--- src/sv/swlc_pkg.sv ---
// swlc_pkg: shared types and codes for the sliding window live cell counter
// holds the channel payload structs, command and status codes, register map
// no dependencies; used by the channel interface users and the top level
package swlc_pkg;

  // default sizing of the grid and the counted square
  localparam int DEF_CHUNK_SIDE    = 16;
  localparam int DEF_CHUNKS_ACROSS = 4;
  localparam int DEF_CHUNKS_DOWN   = 4;
  localparam int DEF_MAX_RADIUS    = 4;

  // command codes
  localparam logic [2:0] CMD_WRITE = 3'd0;
  localparam logic [2:0] CMD_SET   = 3'd1;
  localparam logic [2:0] CMD_RIGHT = 3'd2;
  localparam logic [2:0] CMD_LEFT  = 3'd3;
  localparam logic [2:0] CMD_DOWN  = 3'd4;

  // status codes
  localparam logic [1:0] STAT_OK        = 2'd0;
  localparam logic [1:0] STAT_BAD_COORD = 2'd1;
  localparam logic [1:0] STAT_NOT_SET   = 2'd2;
  localparam logic [1:0] STAT_EDGE      = 2'd3;

  // register map: one 32-bit register per word
  localparam int         ADDR_W      = 3;
  localparam logic [0:0] REG_RADIUS  = 1'b0;
  localparam logic [2:0] RADIUS_RST  = 3'd1;

  typedef struct packed {
    logic [2:0] cmd;
    logic [3:0] cell_x;
    logic [3:0] cell_y;
    logic [1:0] chunk_col;
    logic [1:0] chunk_row;
    logic       cell_value;
  } in_item_t;

  typedef struct packed {
    logic [6:0] live_count;
    logic [3:0] cursor_x;
    logic [3:0] cursor_y;
    logic [1:0] status;
  } out_item_t;

endpackage

--- src/sv/swlc_chan_if.sv ---
// swlc_chan_if: valid/ready channel carrying one payload item per transfer
// payload type is set per instance, normally a struct from swlc_pkg
// no other dependencies
interface swlc_chan_if #(
  parameter type payload_t = logic
) ();
  logic     valid;
  logic     ready;
  payload_t data;

  modport source (output valid, output data, input ready);
  modport sink   (input valid, input data, output ready);
endinterface

--- src/sv/sliding_window_live_cell_count.sv ---
// sliding_window_live_cell_count: live count of the square around a cursor on a chunked grid
// depends on swlc_pkg (types, codes) and swlc_chan_if (input and result channels)
// single module: sequencer, one probe adder/compare unit, row-organized cell memory
//
//   channel   dir   handshake            payload
//   in_ch     in    valid/ready          swlc_pkg::in_item_t (command, cell, chunk, value)
//   out_ch    out   valid/ready          swlc_pkg::out_item_t (count, cursor, status)
//   apb       in    psel/penable/pready  radius register at byte address 0
//
// write cell: row read, row write, then result; error or unknown command goes straight to the result
// set cursor: full recount of the square, one cell probe per cycle through the memory read port
// step: entering and leaving lines, then the two centres; a radius write while idle with the cursor set recounts
// after reset a clearing pass writes one grid row per cycle until every grid row is cleared
// a finished result waits in the output register; the next item is taken meanwhile
module sliding_window_live_cell_count #(
  parameter int CHUNK_SIDE    = swlc_pkg::DEF_CHUNK_SIDE,
  parameter int CHUNKS_ACROSS = swlc_pkg::DEF_CHUNKS_ACROSS,
  parameter int CHUNKS_DOWN   = swlc_pkg::DEF_CHUNKS_DOWN,
  parameter int MAX_RADIUS    = swlc_pkg::DEF_MAX_RADIUS
) (
  input  logic                        clk,
  input  logic                        rst_n,
  swlc_chan_if.sink                   in_ch,
  swlc_chan_if.source                 out_ch,
  input  logic                        psel,
  input  logic                        penable,
  input  logic                        pwrite,
  input  logic [swlc_pkg::ADDR_W-1:0] paddr,
  input  logic [31:0]                 pwdata,
  output logic [31:0]                 prdata,
  output logic                        pready
);

  localparam int GRID_W = CHUNKS_ACROSS * CHUNK_SIDE;
  localparam int GRID_H = CHUNKS_DOWN * CHUNK_SIDE;
  localparam int GX_W   = $clog2(GRID_W);
  localparam int GY_W   = $clog2(GRID_H);
  localparam int LOC_W  = $clog2(CHUNK_SIDE);
  localparam int CC_W   = (CHUNKS_ACROSS > 1) ? $clog2(CHUNKS_ACROSS) : 1;
  localparam int CR_W   = (CHUNKS_DOWN > 1) ? $clog2(CHUNKS_DOWN) : 1;
  localparam int SPAN   = ((GRID_W > GRID_H) ? GRID_W : GRID_H) + 2 * MAX_RADIUS + 2;
  localparam int SC_W   = $clog2(SPAN) + 1;
  localparam int ER_W   = $clog2(MAX_RADIUS + 1);
  localparam int U_W    = $clog2(2 * MAX_RADIUS + 2);
  localparam int N_SQ   = (2 * MAX_RADIUS + 1) * (2 * MAX_RADIUS + 1);
  localparam int CNT_W  = ($clog2(N_SQ) > 7) ? $clog2(N_SQ) : 7;

  typedef enum logic [2:0] {
    S_CLEAR,
    S_IDLE,
    S_WR_RD,
    S_WR_WR,
    S_SCAN,
    S_DRAIN,
    S_DONE
  } state_t;

  swlc_pkg::in_item_t in_d;
  assign in_d = in_ch.data;

  // registers
  state_t              state_r, state_nxt;
  logic [2:0]          radius_r, radius_nxt;
  logic [LOC_W-1:0]    cur_x_r, cur_x_nxt, cur_y_r, cur_y_nxt;
  logic [CC_W-1:0]     cur_col_r, cur_col_nxt;
  logic [CR_W-1:0]     cur_row_r, cur_row_nxt;
  logic                cur_valid_r, cur_valid_nxt;
  logic [CNT_W-1:0]    count_r, count_nxt;
  logic [1:0]          stat_r, stat_nxt;
  logic                emit_r, emit_nxt;
  logic                mode_step_r, mode_step_nxt;
  logic                mv_left_r, mv_left_nxt, mv_down_r, mv_down_nxt;
  logic [U_W-1:0]      u_r, u_nxt, v_r, v_nxt;
  logic                pend_valid_r, pend_valid_nxt;
  logic                pend_in_r, pend_in_nxt;
  logic                pend_sub_r, pend_sub_nxt;
  logic [GX_W-1:0]     pend_col_r, pend_col_nxt;
  logic [GX_W-1:0]     wr_gx_r, wr_gx_nxt;
  logic [GY_W-1:0]     wr_gy_r, wr_gy_nxt;
  logic                wr_val_r, wr_val_nxt;
  logic                wr_hit_r, wr_hit_nxt;
  logic [GY_W-1:0]     clr_r, clr_nxt;
  logic                out_valid_r, out_valid_nxt;
  swlc_pkg::out_item_t out_q_r, out_q_nxt;

  // cell memory, one grid row per word
  logic [GRID_W-1:0]   mem [GRID_H];
  logic [GRID_W-1:0]   mem_q_r;
  logic                mem_we;
  logic [GY_W-1:0]     mem_wa;
  logic [GRID_W-1:0]   mem_wd;
  logic [GY_W-1:0]     rd_addr;

  // combinational helpers
  logic                cfg_wr, cfg_hit, in_fire, out_free, coords_ok;
  logic [ER_W-1:0]     er;
  logic [U_W-1:0]      two_r, v_max;
  logic signed [SC_W-1:0] cx_s, cy_s, r_s, u_s, v_s, one_s, dir_s;
  logic signed [SC_W-1:0] along_s, cross_s, dx_s, dy_s, px_s, py_s;
  logic signed [SC_W-1:0] gx_in_s, gy_in_s, ox_s, oy_s;
  logic                probe_skip, probe_sub, probe_last, probe_in, centre_phase;
  logic                old_bit;

  // apb register port
  assign pready  = 1'b1;
  assign cfg_wr  = psel && penable && pwrite;
  assign cfg_hit = (paddr[swlc_pkg::ADDR_W-1:2] == swlc_pkg::REG_RADIUS);
  assign prdata  = cfg_hit ? 32'(radius_r) : 32'd0;

  // handshakes
  assign in_ch.ready  = (state_r == S_IDLE) && !cfg_wr;
  assign in_fire      = in_ch.valid && in_ch.ready;
  assign out_ch.valid = out_valid_r;
  assign out_ch.data  = out_q_r;
  assign out_free     = !out_valid_r || out_ch.ready;

  // effective radius, clamped into 1..MAX_RADIUS
  always_comb begin
    if (radius_r == 3'd0) begin
      er = ER_W'(1);
    end else if (32'(radius_r) > 32'(MAX_RADIUS)) begin
      er = ER_W'(MAX_RADIUS);
    end else begin
      er = ER_W'(radius_r);
    end
  end

  assign two_r = U_W'({er, 1'b0});
  assign v_max = mode_step_r ? U_W'(1) : two_r;

  // cursor centre in grid coordinates
  assign cx_s  = $signed(SC_W'(cur_col_r) * SC_W'(CHUNK_SIDE) + SC_W'(cur_x_r));
  assign cy_s  = $signed(SC_W'(cur_row_r) * SC_W'(CHUNK_SIDE) + SC_W'(cur_y_r));
  assign r_s   = $signed(SC_W'(er));
  assign u_s   = $signed(SC_W'(u_r));
  assign v_s   = $signed(SC_W'(v_r));
  assign one_s = $signed(SC_W'(1));
  assign dir_s = mv_left_r ? -one_s : one_s;

  // probe offset generator: the shared adder/compare unit works one cell per cycle
  always_comb begin
    centre_phase = (u_r == two_r + U_W'(1));
    along_s      = '0;
    cross_s      = '0;
    probe_skip   = 1'b0;
    probe_sub    = 1'b0;
    probe_last   = 1'b0;
    if (!mode_step_r) begin
      // full recount, row by row, centre excluded
      dx_s       = v_s - r_s;
      dy_s       = u_s - r_s;
      probe_skip = (u_r == U_W'(er)) && (v_r == U_W'(er));
      probe_last = (u_r == two_r) && (v_r == two_r);
    end else begin
      // entering line adds, leaving line subtracts, then the two centres
      probe_sub  = v_r[0];
      probe_last = centre_phase && v_r[0];
      if (!centre_phase) begin
        cross_s = u_s - r_s;
        if (!v_r[0]) begin
          along_s = mv_left_r ? -(r_s + one_s) : (r_s + one_s);
        end else begin
          along_s = mv_left_r ? r_s : -r_s;
        end
      end else begin
        along_s = v_r[0] ? dir_s : '0;
      end
      if (mv_down_r) begin
        dx_s = cross_s;
        dy_s = along_s;
      end else begin
        dx_s = along_s;
        dy_s = cross_s;
      end
    end
    px_s     = cx_s + dx_s;
    py_s     = cy_s + dy_s;
    probe_in = (px_s >= 0) && (px_s < GRID_W) && (py_s >= 0) && (py_s < GRID_H) && !probe_skip;
  end

  // input coordinate check and write hit test against the counted square
  always_comb begin
    coords_ok = (32'(in_d.cell_x) < 32'(CHUNK_SIDE)) && (32'(in_d.cell_y) < 32'(CHUNK_SIDE)) &&
                (32'(in_d.chunk_col) < 32'(CHUNKS_ACROSS)) &&
                (32'(in_d.chunk_row) < 32'(CHUNKS_DOWN));
    gx_in_s   = $signed(SC_W'(in_d.chunk_col) * SC_W'(CHUNK_SIDE) + SC_W'(in_d.cell_x));
    gy_in_s   = $signed(SC_W'(in_d.chunk_row) * SC_W'(CHUNK_SIDE) + SC_W'(in_d.cell_y));
    ox_s      = gx_in_s - cx_s;
    oy_s      = gy_in_s - cy_s;
  end

  assign old_bit = mem_q_r[wr_gx_r];

  // memory port control
  always_comb begin
    mem_we  = 1'b0;
    mem_wa  = wr_gy_r;
    mem_wd  = mem_q_r;
    rd_addr = (state_r == S_WR_RD) ? wr_gy_r : py_s[GY_W-1:0];
    if (state_r == S_CLEAR) begin
      mem_we = 1'b1;
      mem_wa = clr_r;
      mem_wd = '0;
    end else if (state_r == S_WR_WR) begin
      mem_we          = 1'b1;
      mem_wd[wr_gx_r] = wr_val_r;
    end
  end

  always_ff @(posedge clk) begin
    if (mem_we) begin
      mem[mem_wa] <= mem_wd;
    end
    mem_q_r <= mem[rd_addr];
  end

  // sequencer next state
  always_comb begin
    state_nxt      = state_r;
    radius_nxt     = radius_r;
    cur_x_nxt      = cur_x_r;
    cur_y_nxt      = cur_y_r;
    cur_col_nxt    = cur_col_r;
    cur_row_nxt    = cur_row_r;
    cur_valid_nxt  = cur_valid_r;
    count_nxt      = count_r;
    stat_nxt       = stat_r;
    emit_nxt       = emit_r;
    mode_step_nxt  = mode_step_r;
    mv_left_nxt    = mv_left_r;
    mv_down_nxt    = mv_down_r;
    u_nxt          = u_r;
    v_nxt          = v_r;
    pend_valid_nxt = 1'b0;
    pend_in_nxt    = probe_in;
    pend_sub_nxt   = probe_sub;
    pend_col_nxt   = px_s[GX_W-1:0];
    wr_gx_nxt      = wr_gx_r;
    wr_gy_nxt      = wr_gy_r;
    wr_val_nxt     = wr_val_r;
    wr_hit_nxt     = wr_hit_r;
    clr_nxt        = clr_r;
    out_valid_nxt  = out_valid_r;
    out_q_nxt      = out_q_r;

    // result register drains on transfer
    if (out_valid_r && out_ch.ready) begin
      out_valid_nxt = 1'b0;
    end

    // radius register write
    if (cfg_wr && cfg_hit) begin
      radius_nxt = pwdata[2:0];
    end

    // accumulate the cell read for the previous probe
    if (pend_valid_r && pend_in_r && mem_q_r[pend_col_r]) begin
      count_nxt = pend_sub_r ? count_r - CNT_W'(1) : count_r + CNT_W'(1);
    end

    case (state_r)
      S_CLEAR: begin
        clr_nxt = clr_r + GY_W'(1);
        if (clr_r == GY_W'(GRID_H - 1)) begin
          state_nxt = S_IDLE;
        end
      end
      S_IDLE: begin
        u_nxt = '0;
        v_nxt = '0;
        if (cfg_wr && cfg_hit && cur_valid_r) begin
          // new radius: recount without a result
          count_nxt     = '0;
          mode_step_nxt = 1'b0;
          emit_nxt      = 1'b0;
          state_nxt     = S_SCAN;
        end else if (in_fire) begin
          emit_nxt  = 1'b1;
          stat_nxt  = swlc_pkg::STAT_OK;
          state_nxt = S_DONE;
          case (in_d.cmd)
            swlc_pkg::CMD_WRITE: begin
              if (!coords_ok) begin
                stat_nxt = swlc_pkg::STAT_BAD_COORD;
              end else begin
                wr_gx_nxt  = gx_in_s[GX_W-1:0];
                wr_gy_nxt  = gy_in_s[GY_W-1:0];
                wr_val_nxt = in_d.cell_value;
                wr_hit_nxt = cur_valid_r && !(ox_s == 0 && oy_s == 0) &&
                             (ox_s >= -r_s) && (ox_s <= r_s) &&
                             (oy_s >= -r_s) && (oy_s <= r_s);
                state_nxt  = S_WR_RD;
              end
            end
            swlc_pkg::CMD_SET: begin
              if (!coords_ok) begin
                stat_nxt = swlc_pkg::STAT_BAD_COORD;
              end else begin
                cur_x_nxt     = LOC_W'(in_d.cell_x);
                cur_y_nxt     = LOC_W'(in_d.cell_y);
                cur_col_nxt   = CC_W'(in_d.chunk_col);
                cur_row_nxt   = CR_W'(in_d.chunk_row);
                cur_valid_nxt = 1'b1;
                count_nxt     = '0;
                mode_step_nxt = 1'b0;
                state_nxt     = S_SCAN;
              end
            end
            swlc_pkg::CMD_RIGHT, swlc_pkg::CMD_LEFT, swlc_pkg::CMD_DOWN: begin
              mv_left_nxt   = (in_d.cmd == swlc_pkg::CMD_LEFT);
              mv_down_nxt   = (in_d.cmd == swlc_pkg::CMD_DOWN);
              mode_step_nxt = 1'b1;
              if (!cur_valid_r) begin
                stat_nxt = swlc_pkg::STAT_NOT_SET;
              end else if ((in_d.cmd == swlc_pkg::CMD_RIGHT &&
                            cur_x_r == LOC_W'(CHUNK_SIDE - 1)) ||
                           (in_d.cmd == swlc_pkg::CMD_LEFT && cur_x_r == '0) ||
                           (in_d.cmd == swlc_pkg::CMD_DOWN &&
                            cur_y_r == LOC_W'(CHUNK_SIDE - 1))) begin
                stat_nxt = swlc_pkg::STAT_EDGE;
              end else begin
                state_nxt = S_SCAN;
              end
            end
            default: begin
              stat_nxt = swlc_pkg::STAT_OK;
            end
          endcase
        end
      end
      S_WR_RD: begin
        state_nxt = S_WR_WR;
      end
      S_WR_WR: begin
        // keep the count exact when a cell inside the square changes
        if (wr_hit_r && (old_bit != wr_val_r)) begin
          count_nxt = wr_val_r ? count_r + CNT_W'(1) : count_r - CNT_W'(1);
        end
        state_nxt = S_DONE;
      end
      S_SCAN: begin
        pend_valid_nxt = 1'b1;
        if (v_r == v_max) begin
          v_nxt = '0;
          u_nxt = u_r + U_W'(1);
        end else begin
          v_nxt = v_r + U_W'(1);
        end
        if (probe_last) begin
          state_nxt = S_DRAIN;
        end
      end
      S_DRAIN: begin
        // last probe lands this cycle; move the cursor after a step
        if (mode_step_r && emit_r) begin
          if (mv_down_r) begin
            cur_y_nxt = cur_y_r + LOC_W'(1);
          end else if (mv_left_r) begin
            cur_x_nxt = cur_x_r - LOC_W'(1);
          end else begin
            cur_x_nxt = cur_x_r + LOC_W'(1);
          end
        end
        state_nxt = emit_r ? S_DONE : S_IDLE;
      end
      S_DONE: begin
        if (out_free) begin
          out_valid_nxt        = 1'b1;
          out_q_nxt.live_count = 7'(count_r);
          out_q_nxt.cursor_x   = 4'(cur_x_r);
          out_q_nxt.cursor_y   = 4'(cur_y_r);
          out_q_nxt.status     = stat_r;
          state_nxt            = S_IDLE;
        end
      end
      default: begin
        state_nxt = S_IDLE;
      end
    endcase
  end

  // state and registered outputs
  always_ff @(posedge clk) begin
    if (!rst_n) begin
      state_r      <= S_CLEAR;
      radius_r     <= swlc_pkg::RADIUS_RST;
      cur_x_r      <= '0;
      cur_y_r      <= '0;
      cur_col_r    <= '0;
      cur_row_r    <= '0;
      cur_valid_r  <= 1'b0;
      count_r      <= '0;
      stat_r       <= swlc_pkg::STAT_OK;
      emit_r       <= 1'b0;
      mode_step_r  <= 1'b0;
      mv_left_r    <= 1'b0;
      mv_down_r    <= 1'b0;
      u_r          <= '0;
      v_r          <= '0;
      pend_valid_r <= 1'b0;
      clr_r        <= '0;
      out_valid_r  <= 1'b0;
    end else begin
      state_r      <= state_nxt;
      radius_r     <= radius_nxt;
      cur_x_r      <= cur_x_nxt;
      cur_y_r      <= cur_y_nxt;
      cur_col_r    <= cur_col_nxt;
      cur_row_r    <= cur_row_nxt;
      cur_valid_r  <= cur_valid_nxt;
      count_r      <= count_nxt;
      stat_r       <= stat_nxt;
      emit_r       <= emit_nxt;
      mode_step_r  <= mode_step_nxt;
      mv_left_r    <= mv_left_nxt;
      mv_down_r    <= mv_down_nxt;
      u_r          <= u_nxt;
      v_r          <= v_nxt;
      pend_valid_r <= pend_valid_nxt;
      clr_r        <= clr_nxt;
      out_valid_r  <= out_valid_nxt;
    end
    pend_in_r  <= pend_in_nxt;
    pend_sub_r <= pend_sub_nxt;
    pend_col_r <= pend_col_nxt;
    wr_gx_r    <= wr_gx_nxt;
    wr_gy_r    <= wr_gy_nxt;
    wr_val_r   <= wr_val_nxt;
    wr_hit_r   <= wr_hit_nxt;
    out_q_r    <= out_q_nxt;
  end

  // one item in flight: after an input transfer the port closes
  a_one_in_flight: assert property (@(posedge clk) disable iff (!rst_n)
    in_ch.valid && in_ch.ready |=> !in_ch.ready)
    else $error("input taken while an item is in flight");

  // a result appears only out of the result state
  a_result_from_done: assert property (@(posedge clk) disable iff (!rst_n)
    $rose(out_valid_r) |-> $past(state_r == S_DONE))
    else $error("result register loaded outside the result state");

  // the running count never leaves the size of the square when idle
  a_count_bound: assert property (@(posedge clk) disable iff (!rst_n)
    (state_r == S_IDLE) |-> (count_r <= CNT_W'(N_SQ - 1)))
    else $error("running count beyond the square size");

  // cursor-not-set status only while no cursor is set
  a_not_set_status: assert property (@(posedge clk) disable iff (!rst_n)
    (state_r == S_DONE && stat_r == swlc_pkg::STAT_NOT_SET) |-> !cur_valid_r)
    else $error("cursor-not-set status with a valid cursor");

endmodule
--- src/flat_wrapper.sv ---
// flat-port wrapper written by rule: the top's interface ports become plain ports
module sliding_window_live_cell_count_flat 
#(
  parameter int CHUNK_SIDE    = swlc_pkg::DEF_CHUNK_SIDE,
  parameter int CHUNKS_ACROSS = swlc_pkg::DEF_CHUNKS_ACROSS,
  parameter int CHUNKS_DOWN   = swlc_pkg::DEF_CHUNKS_DOWN,
  parameter int MAX_RADIUS    = swlc_pkg::DEF_MAX_RADIUS
)
  (clk, rst_n, psel, penable, pwrite, paddr, pwdata, prdata, pready, in_ch_valid, in_ch_data, in_ch_ready, out_ch_valid, out_ch_data, out_ch_ready);
  swlc_chan_if in_ch_i ();
  swlc_chan_if out_ch_i ();
  input  logic clk;
  input  logic rst_n;
  input  logic psel;
  input  logic penable;
  input  logic pwrite;
  input  logic [swlc_pkg::ADDR_W-1:0] paddr;
  input  logic [31:0] pwdata;
  output logic [31:0] prdata;
  output logic pready;
  input wire logic [$bits(in_ch_i.valid)-1:0] in_ch_valid;
  input wire logic [$bits(in_ch_i.data)-1:0] in_ch_data;
  output wire logic [$bits(in_ch_i.ready)-1:0] in_ch_ready;
  output wire logic [$bits(out_ch_i.valid)-1:0] out_ch_valid;
  output wire logic [$bits(out_ch_i.data)-1:0] out_ch_data;
  input wire logic [$bits(out_ch_i.ready)-1:0] out_ch_ready;
  assign in_ch_i.valid = in_ch_valid;
  assign in_ch_i.data = in_ch_data;
  assign in_ch_ready = in_ch_i.ready;
  assign out_ch_valid = out_ch_i.valid;
  assign out_ch_data = out_ch_i.data;
  assign out_ch_i.ready = out_ch_ready;
  sliding_window_live_cell_count #(.CHUNK_SIDE(CHUNK_SIDE), .CHUNKS_ACROSS(CHUNKS_ACROSS), .CHUNKS_DOWN(CHUNKS_DOWN), .MAX_RADIUS(MAX_RADIUS)) u_core (.clk(clk), .rst_n(rst_n), .in_ch(in_ch_i), .out_ch(out_ch_i), .psel(psel), .penable(penable), .pwrite(pwrite), .paddr(paddr), .pwdata(pwdata), .prdata(prdata), .pready(pready));
endmodule
--- config.mk ---
export PLATFORM = sky130hd
export DESIGN_NAME = sliding_window_live_cell_count_flat
export DESIGN_NICKNAME = d
export VERILOG_FILES = /design/src/sv/swlc_pkg.sv /design/src/sv/swlc_chan_if.sv /design/src/sv/sliding_window_live_cell_count.sv /design/src/flat_wrapper.sv
export SDC_FILE = /design/constraint.sdc
export NUM_CORES = 1
export LEC_CHECK = 0
export BUFFER_PORTS_ARGS = -buffer_cell sky130_fd_sc_hd__buf_4
export CORE_MARGIN = 2
export CORE_UTILIZATION = 45
export DETAILED_ROUTE_END_ITERATION = 7
export PLACE_DENSITY = 0.8
export SLEW_MARGIN = 20
export SYNTH_ARGS = -nofsm -noshare
export SYNTH_HDL_FRONTEND = slang
export SYNTH_SLANG_ARGS = --single-unit
export TNS_END_PERCENT = 10
--- constraint.sdc ---
create_clock -name clk -period 2.25 [get_ports clk]
set_clock_uncertainty 0.15 [all_clocks]
set_input_delay 0.5625 -clock clk [delete_from_list [all_inputs] [get_ports clk]]
set_output_delay 0.5625 -clock clk [all_outputs]
set_load 0.005 [all_outputs]
======== Yosys cells after proc, flatten, opt, wreduce, memory -nomap -nowiden ========
Cells that the tools add are included.
operators by class
  add/subtract/negate cells ............... 3
  magnitude comparators ................... 1
  equal/unequal tests ..................... 14
  multiplexer cells ....................... 17
  bitwise logic cells ..................... 1
  reductions and logical operators ........ 16
operators with widths
  cell                                                   count
  2-to-1 mux 3 bit                                       8
  one-hot mux 3 bit (7 select lines)                     1
  one-hot mux 4 bit (2 select lines)                     2
  == test 3 bit, second input constant                   3
  adder 4 x 1 -> 4 bit, second input constant            2
  == test 4 bit                                          2
  2-to-1 mux 4 bit                                       2
  inequality test 2 x 1 -> 1 bit, second input constant  4
  logical AND 1 bit                                      7
  adder 6 x 1 -> 6 bit, second input constant            1
  == test 3 x 2 -> 1 bit, second input constant          2
  == test 6 bit, second input constant                   1
  zero test 3 bit                                        2
  2-to-1 mux 1 bit                                       4
  AND reduction 2 bit                                    2
  AND reduction 4 bit                                    1
  == test 3 x 1 -> 1 bit, second input constant          1
  greater-than comparator 3 bit, second input constant   1
  zero test 1 bit                                        2
  inequality test 2 bit, second input constant           1
  nonzero test 2 bit                                     1
  logical OR 1 bit                                       1
  inverter 1 bit                                         1
storage, ports and cells
  register bits after elaboration ......... 22
  input bits .............................. 43
  output and inout port bits .............. 36

======== Logic depth before layout (Yosys ltp) ========
Gate-level depths: netlist (run 1).
  depth in word-level cells ............... 7
  depth in mapped cells ................... 7
  gate-level depth less buffers ........... 7

======== Least setup slack after synthesis (run 1) ========
OpenSTA, ideal clock, no wires.
  kind .................................... register -> register
  start ................................... reg u_core.radius_r[1]
  end ..................................... reg u_core.state_r[2]
  setup time .............................. 0.122 ns
  data arrival time ....................... 1.620 ns
  slack ................................... 0.359 ns
  stages on the path, launching flop included .. 6
  path through ............................ dfxtp_1 > nor2b_4 > or4b_4 > a21oi_1 > a41oi_1 > o311a_1
on the way
  word-level cells in the longest chain between the ends .. 7
RTL lines
  what                                          line                                   source
  start: declaration                            sliding_window_live_cell_count.sv:63   logic [2:0] radius_r, radius_nxt;
  start signal: assignment                      sliding_window_live_cell_count.sv:386  radius_r <= swlc_pkg::RADIUS_RST;
  start signal: assignment                      sliding_window_live_cell_count.sv:405  radius_r <= radius_nxt;
  greater-than comparator 3 bit                 sliding_window_live_cell_count.sv:121  end else if (32'(radius_r) > 32'(MAX_RADIUS)) begin
  2-to-1 mux 3 bit                              sliding_window_live_cell_count.sv:121
  2-to-1 mux 3 bit (*)                          sliding_window_live_cell_count.sv:119  if (radius_r == 3'd0) begin
  == test 4 bit                                 sliding_window_live_cell_count.sv:153  probe_last = (u_r == two_r) && (v_r == two_r);
  logical AND 1 bit (*)                         sliding_window_live_cell_count.sv:153
  inequality test 2 x 1 -> 1 bit (no line) (*)  n/a
  AND reduction 4 bit (no line) (*)             n/a
  end signal: assignment                        sliding_window_live_cell_count.sv:404  state_r <= state_nxt;
  end: declaration                              sliding_window_live_cell_count.sv:62   state_t state_r, state_nxt;
Every way passes the cells marked *; elsewhere a longest branch is shown, timed or not.
A chain may end at the register's enable or synchronous reset.

======== Final worst setup path (run 1) ========
  start ................................... reg u_core.state_r[2]
  end ..................................... out in_ch_ready
on the way
  word-level cells in the longest chain between the ends .. 2
RTL lines
  what                    line                                   source
  == test 3 x 1 -> 1 bit  sliding_window_live_cell_count.sv:111  assign in_ch.ready = (state_r == S_IDLE) && !cfg_wr;
  logical AND 1 bit       sliding_window_live_cell_count.sv:111
  end: declaration        flat_wrapper.sv:23                     output wire logic [$bits(in_ch_i.ready)-1:0] in_ch_ready;
No other way between the ends.

==> insert_results.sql, run 1 <==
INSERT INTO impl_metrics (metric_group, metric, value, unit) VALUES
('floorplan', 'coreArea', '3280', 'µm²'),
('synthesis', 'synth.ff_latch_count', '22', ''),
('route', 'm1WireLength', '1200', 'µm'),
('route', 'drc', '0', ''),
('clocking', 'cts-root-buf', 'sky130_fd_sc_hd__clkbuf_4', ''),
('sta', 'peak_freq', '464', 'MHz'),
('floorplan', 'die-area', '3850', 'µm²'),
('setup_path', 'r2r_setup_slack', '0.17', 'ns'),
('cells_and_area', 'finalNetCount', '246', ''),
('floorplan', 'initial_cell_density_of_the_core', '46.2', '%'),
('setup_path', 'cp_cell_sequence', 'or3b_4 -> nor2b_1 -> buf_4', ''),
('power_and_ir_drop', 'power.switching', '166', 'µW'),
('synthesis', 'ys_top_cells_by_count', '31 x sky130_fd_sc_hd__buf_4, 22 x sky130_fd_sc_hd__dfxtp_1, 11 x sky130_fd_sc_hd__nand2_1', ''),
('route', 'drt.antenna.violating_nets', '0', ''),
('sta', 'finalHoldViolCount', '0', ''),
('route', 'drtPass1Iterations', '4', ''),
('sta', 'fin_tns_setup', '0', 'ns'),
('floorplan', 'dieWidth', '62.1', 'µm'),
('power_and_ir_drop', 'pwr-share-seq', '52.2', '%'),
('setup_path', 'timing.critical_path.max_delay_family', 'simple AND/OR/NAND/NOR gates', ''),
('hold_path', 'worstHoldStart', 'pwdata[0]', ''),
('synthesis', 'yosys.area_share.xor_xnor', '5.19', '%'),
('placement', 'gp_congestion', '0.862', ''),
('grt', 'grt_max_degree', '25', ''),
('power_and_ir_drop', 'power_density', '474', 'nW/µm²'),
('cells_and_area', 'layout-drive-gt1-share', '15.7', '%'),
('floorplan', 'i_o_pin_count', '79', ''),
('clocking', 'clock_path_buffers', '2', ''),
('synthesis', 'synthArstFlopShare', '0', '%'),
('hold_path', 'hold-path-cell-count', '3', ''),
('setup_path', 'crit_type', 'flip-flop to output port', ''),
('grt', 'grt_antenna_before_repair', '0', ''),
('status', 'status', 'finished, final reports clean', ''),
('sta', 'period_minus_slack', '2.15', 'ns'),
('synthesis', 'synth_top_area_cell', 'sky130_fd_sc_hd__dfxtp_1', ''),
('setup_path', 'worst-path-stages', '3', ''),
('synthesis', 'synth_compound_gate_area_share', '17.5', '%'),
('power_and_ir_drop', 'leakagePower', '0.000674', 'µW'),
('route', 'drt-initial-drc-count', '27', ''),
('synthesis', 'multiplexer_share_of_the_synthesized_area', '1.98', '%'),
('synthesis', 'top_flip_flop_cell_by_instance_count_after_synthesis', 'sky130_fd_sc_hd__dfxtp_1', ''),
('cells_and_area', 'filler_cells', '317', ''),
('cells_and_area', 'area_delta_synth_final', '6.76', '%'),
('route', 'met3_length', '128', 'µm'),
('sta', 'final_max_slew_viol_count', '0', ''),
('sta', 'hold-worst-slack', '0.299', 'ns'),
('floorplan', 'height_of_the_die', '62.1', 'µm'),
('setup_path', 'worstPathBufferInverterCount', '1', ''),
('synthesis', 'number_of_flops_mapped_to_enable_cells_by_yosys', '0', ''),
('route', 'post_drt_wl_per_cell', '10.7', 'µm'),
('power_and_ir_drop', 'vdd.ir_drop.worst', '0.313', 'mV'),
('synthesis', 'synth_most_common_cell', 'sky130_fd_sc_hd__buf_4', ''),
('setup_path', 'worst_path_largest_cell_delay', '0.44', 'ns'),
('route', 'met2_wirelength', '1250', 'µm'),
('cells_and_area', 'multi_input_area', '906', 'µm²'),
('synthesis', 'synth_fa_ha_area_share', '3.96', '%'),
('route', 'detail_route.wirelength', '2600', 'µm'),
('synthesis', 'synth_seq_area_share', '29.0', '%'),
('synthesis', 'synth_top_area_share', '29.0', '%'),
('cells_and_area', 'diodes', '0', ''),
('grt', 'grtUsageTotal', '15.0', '%'),
('synthesis', 'main_combinational_cell_family_by_area_after_synthesis', 'simple AND/OR/NAND/NOR gates', ''),
('route', 'vias', '1190', ''),
('synthesis', 'postSynthCellCount', '184', ''),
('sta', 'timing.slew.headroom', '64.2', '%'),
('setup_path', 'cpMaxStageDelayCell', 'sky130_fd_sc_hd__or3b_4', ''),
('hold_path', 'hp-class', 'input port to flip-flop', ''),
('synthesis', 'synth.yosys.warnings', '0', ''),
('sta', 'timing.final.setup_violations', '0', ''),
('setup_path', 'worstReg2RegStart', 'u_core.radius_r[1]', ''),
('cells_and_area', 'seqCellArea', '443', 'µm²');
-- worst min-delay path, stage by stage --
cell                      delay [ns]
sky130_fd_sc_hd__buf_4          0.08
sky130_fd_sc_hd__nand2_1        0.04
sky130_fd_sc_hd__nand3_1        0.06
-- logic make-up after synthesis --
group	after synthesis
multiplexers	3
AO/OA/AOI/OAI	38
flip-flops	22
AND/OR/NAND/NOR	61
buffers and inverters	44
XOR/XNOR	9
other	2
adder cells (fa/ha/maj)	5
-- layer usage --
| metal | up-vias | track usage, % |
|---|---|---|
| met5 | - | 0 |
| met4 | 0 | 3.65 |
| met3 | 5 | 2.48 |
| met2 | 36 | 24.9 |
| met1 | 540 | 20.4 |
| li1 | 609 | - |
-- repair_timing --
item	CTS	global route
endpoints found under the setup margin	1	1
hold buffers	0	0
resized for setup	2	1
-- cell type report --
cell class | instances | area share, %
multi-input cells | 147 | 55.9
flip-flops and latches | 22 | 27.3
repair buffers | 18 | 8.34
well taps | 46 | 3.55
clock inverters | 1 | 1.85
inverters | 7 | 1.62
clock buffers | 3 | 1.39
-- how the worst max path moves through the flow --
stage / slack (ns) / end
2_1_floorplan: 0.36 / u_core.state_r[2]
3_3_place_gp: 0.21 / u_core.state_r[2]
5_1_grt: 0.04 / in_ch_ready
4_1_cts: 0.06 / in_ch_ready
6_report: 0.1 / in_ch_ready
3_5_place_dp: 0.18 / u_core.state_r[2]
-- through the flow --
stage / setup slack [ns] / utilization [%] / cells / area, µm² / power, µW
floorplan: 0.359 / - / 213 / 1630 / 484
global placement: 0.206 / 47.6 / 240 / 1560 / 468
detailed placement: 0.183 / 47.6 / 240 / 1560 / 469
CTS: 0.0576 / 49.3 / 244 / 1620 / 773
global route: 0.0445 / 49.3 / 244 / 1620 / 804
finish: 0.0967 / 49.3 / 244 / 1620 / 769
-- power groups by stage --
stage                     logic, µW  clock network (µW)  registers [µW]
after global routing           72.1                 330             402
after global placement         58.4                   0             410
final                          60.0                 308             401
after CTS                      59.6                 312             401
after detailed placement       59.4                   0             410
after floorplan                75.9                   0             409
-- cells in the final DEF (no fill, tap or decap), types with 2 or more instances in the layout --
cell and n:
sky130_fd_sc_hd__conb_1 31, sky130_fd_sc_hd__dfxtp_1 20, sky130_fd_sc_hd__buf_4 18, sky130_fd_sc_hd__nand2_1 11, sky130_fd_sc_hd__nand3_1 10, sky130_fd_sc_hd__o21ai_0 9, sky130_fd_sc_hd__a21oi_1 9, sky130_fd_sc_hd__nor2b_1 8
sky130_fd_sc_hd__nor2_1 7, sky130_fd_sc_hd__and2_1 7, sky130_fd_sc_hd__inv_1 6, sky130_fd_sc_hd__xnor2_1 6, sky130_fd_sc_hd__a21boi_0 5, sky130_fd_sc_hd__or3_1 4, sky130_fd_sc_hd__ha_1 4, sky130_fd_sc_hd__xor2_1 3
sky130_fd_sc_hd__mux2i_1 3, sky130_fd_sc_hd__clkbuf_4 3, sky130_fd_sc_hd__nand3b_1 2, sky130_fd_sc_hd__a41oi_1 2, sky130_fd_sc_hd__a22oi_1 2, sky130_fd_sc_hd__nand4b_1 2, sky130_fd_sc_hd__a2111oi_2 2, sky130_fd_sc_hd__nand4_1 2
sky130_fd_sc_hd__dfxtp_2 2
-- sequential cells by signal, summed over array words and instances, names as in the netlist --
| signal | flops |
|---|---|
| u_core.clr_r | 6 |
| u_core.u_r | 4 |
| u_core.v_r | 4 |
| u_core.radius_r | 3 |
| u_core.state_r | 3 |
| u_core.emit_r | 1 |
| u_core.out_ch.valid | 1 |
Power figures use the tool's default switching activity.
==> run 2, diff against run 1 <==
Settings changed: PLACE_DENSITY 0.8 to 0.84, SLEW_MARGIN 20 to default.
==> run 2 against run 1 <==
  * Die area did not move
  * Critical path type unchanged
  * Sequential power hardly changed
  * Worst hold slack lost 0.0048 ns
  * Largest cell class unchanged
  * Core utilization increased by 0.23 points
  * Sequential cell count unchanged
  * First-iteration DRC count increased by 15%
  * Combinational power grew 2%
==> insert_results.sql, run 2 (same netlist as run 1, synthesis figures left out) <==
INSERT INTO impl_metrics (metric_group, metric, value, unit) VALUES
('grt', 'gr-usage-met2', '24.3', '%'),
('sta', 'timing.final.setup_violations', '0', ''),
('floorplan', 'i_o_pin_count', '79', ''),
('grt', 'global_route_wire_length_before_repair', '4270', 'µm'),
('sta', 'period_minus_slack', '2.16', 'ns'),
('setup_path', 'ff2ff_path_depth', '5', ''),
('cells_and_area', 'final_common_cell', 'sky130_fd_sc_hd__conb_1', ''),
('setup_path', 'cp-start-kind', 'flip-flop', ''),
('setup_path', 'crit_type', 'flip-flop to output port', ''),
('placement', 'port_buffers', '15', ''),
('grt', 'grtUsageTotal', '14.9', '%'),
('cells_and_area', 'diodes', '0', ''),
('floorplan', 'coreArea', '3280', 'µm²'),
('route', 'vias', '1192', ''),
('cells_and_area', 'non_filler_instances', '245', ''),
('power_and_ir_drop', 'power.share.combinational', '7.9', '%'),
('floorplan', 'height_of_the_die', '62.1', 'µm'),
('grt', 'grt_pass1_vias', '993', ''),
('placement', 'hpwlAfterDp', '1940', 'µm'),
('grt', 'grt_max_degree', '25', ''),
('setup_path', 'timing.critical_path.fanout_max', '7', ''),
('clocking', 'numCtsBuffers', '3', ''),
('cells_and_area', 'layout-drive-gt1-share', '16.1', '%'),
('clocking', 'post_cts_hold_buffer_count', '0', ''),
('placement', 'placed_cells', '241', ''),
('power_and_ir_drop', 'power_density', '475', 'nW/µm²'),
('power_and_ir_drop', 'switching_share', '21.9', '%'),
('grt', 'met3_usage', '3.11', '%'),
('setup_path', 'worstPathRequired', '1.54', 'ns'),
('power_and_ir_drop', 'vdd.ir_drop.worst', '0.284', 'mV'),
('floorplan', 'dieWidth', '62.1', 'µm'),
('setup_path', 'arrival_time_at_the_worst_endpoint', '1.45', 'ns'),
('clocking', 'post_cts_buffers', '0', ''),
('power_and_ir_drop', 'power.switching', '170', 'µW'),
('sta', 'finalHoldViolCount', '0', ''),
('clocking', 'cts-root-buf', 'sky130_fd_sc_hd__clkbuf_4', ''),
('hold_path', 'hp-class', 'input port to flip-flop', ''),
('sta', 'peak_freq', '462', 'MHz'),
('sta', 'share_of_the_clock_period_used_by_the_worst_path_after_layout', '96.2', '%'),
('power_and_ir_drop', 'cell_internal_pwr', '603', 'µW'),
('power_and_ir_drop', 'leakagePower', '0.000679', 'µW'),
('sta', 'timing.slew.headroom', '62.7', '%'),
('grt', 'overflow_after_grt', '0', ''),
('power_and_ir_drop', 'pwr-share-seq', '51.8', '%'),
('clocking', 'cts.reportedPaths.clkPinSlew', '0.13', 'ns'),
('placement', 'gp_congestion', '0.821', ''),
('route', 'post_drt_wl_per_cell', '10.8', 'µm'),
('clocking', 'cts-resized-gates', '1', ''),
('route', 'drtPass1Iterations', '4', ''),
('cells_and_area', 'reg_top3', 'u_core.clr_r: 6 flops, u_core.u_r: 4 flops, u_core.v_r: 4 flops', ''),
('hold_path', 'hold-path-cell-count', '3', ''),
('grt', 'grt_busiest_layer', 'met2', ''),
('cells_and_area', 'layout_common_cells', '31 x sky130_fd_sc_hd__conb_1, 20 x sky130_fd_sc_hd__dfxtp_1, 19 x sky130_fd_sc_hd__buf_4, 11 x sky130_fd_sc_hd__nand2_1, 10 x sky130_fd_sc_hd__nand3_1', ''),
('cells_and_area', 'multi_input_area', '906', 'µm²'),
('sta', 'unrepaired_setup_endpoints_after_global_routing', 'false', ''),
('cells_and_area', 'largest_register', 'u_core.clr_r', ''),
('sta', 'tightest_slew', '0.554', 'ns'),
('setup_path', 'worst_setup_path_end_kind', 'output port', ''),
('cells_and_area', 'seqCellArea', '443', 'µm²'),
('route', 'detail_route.wirelength', '2650', 'µm'),
('floorplan', 'initial_cell_density_of_the_core', '46.2', '%'),
('cells_and_area', 'filler_cells', '334', ''),
('cells_and_area', 'largest_reg_flops', '6', ''),
('floorplan', 'die-area', '3850', 'µm²'),
('clocking', 'cts_tree', 'done', ''),
('sta', 'final_max_slew_viol_count', '0', ''),
('sta', 'fin_tns_setup', '0', 'ns'),
('route', 'drt-initial-drc-count', '31', ''),
('status', 'status', 'finished, final reports clean', ''),
('clocking', 'clock_sink_count', '22', ''),
('route', 'detail_route.vias_per_cell', '4.87', ''),
('route', 'drc', '0', ''),
('clocking', 'insertion_delay', '0.32', 'ns'),
('grt', 'globalRouteMet1Util', '18.0', '%'),
('cells_and_area', 'area_delta_synth_final', '7.25', '%'),
('grt', 'grt_antenna_before_repair', '0', ''),
('route', 'drt.antenna.violating_nets', '0', ''),
('setup_path', 'r2r_setup_slack', '0.27', 'ns'),
('cells_and_area', 'finalNetCount', '247', ''),
('clocking', 'htree_num_levels', '1', ''),
('run', 'max_cap_violations', '0', ''),
('power_and_ir_drop', 'p_clk_share', '40.3', '%'),
('floorplan', 'rows', '21', ''),
('clocking', 'clock_path_buffers', '2', '');
run 2: changes by cell type in the layout (fill, tap and decap cells not counted), sizes merged:
cell  previous run  this run
buf             18        19
run 2: area by class of cell:
type,count,area share (%)
repair buffers,19,8.76
flip-flops and latches,22,27.2
inverters,7,1.61
multi-input cells,147,55.6
clock inverters,1,1.84
clock buffers,3,1.38
well taps,46,3.54
run 2: path summary, 6_finish.rpt:
path	from	endpoint
worst min-delay path	pwdata[0]	u_core.radius_r[0]
worst max register to register	u_core.radius_r[0]	u_core.state_r[2]
worst min register to register	u_core.clr_r[5]	u_core.clr_r[5]
worst max-delay path	u_core.state_r[2]	in_ch_ready
run 2: worst max-delay path: stages, from the launching register on:
cell,delay (ns)
sky130_fd_sc_hd__dfxtp_2,0.39
sky130_fd_sc_hd__or3b_4,0.45
sky130_fd_sc_hd__nor2b_1,0.16
sky130_fd_sc_hd__buf_4,0.13
run 2: metrics by stage:
stage                     utilization (%)  hold WS, ns  instance area, µm²  setup WS [ns]  power (µW)
final                                49.6        0.294                1630         0.0859         773
after global routing                 49.6        0.323                1630         0.0142         806
after CTS                            49.5        0.293                1630         0.0362         777
after detailed placement             47.8        0.347                1570          0.283         470
after global placement               47.8        0.324                1570          0.307         468
after floorplan                         -        0.310                1630          0.359         484
run 2: power groups by stage:
stage / clock network (µW) / logic [µW] / registers [µW]
3_5_place_dp: 0 / 60.4 / 409
6_report: 311 / 61.1 / 401
5_1_grt: 330 / 73.7 / 402
2_1_floorplan: 0 / 75.9 / 409
4_1_cts: 316 / 60.5 / 401
3_3_place_gp: 0 / 58.7 / 409
run 2: per-layer routing:
| metal | vias up | part of all wire (%) |
|---|---|---|
| met4 | 0 | 1.7 |
| met5 | - | 0 |
| met3 | 7 | 4.5 |
| met2 | 35 | 48 |
| li1 | 605 | - |
| met1 | 545 | 45 |
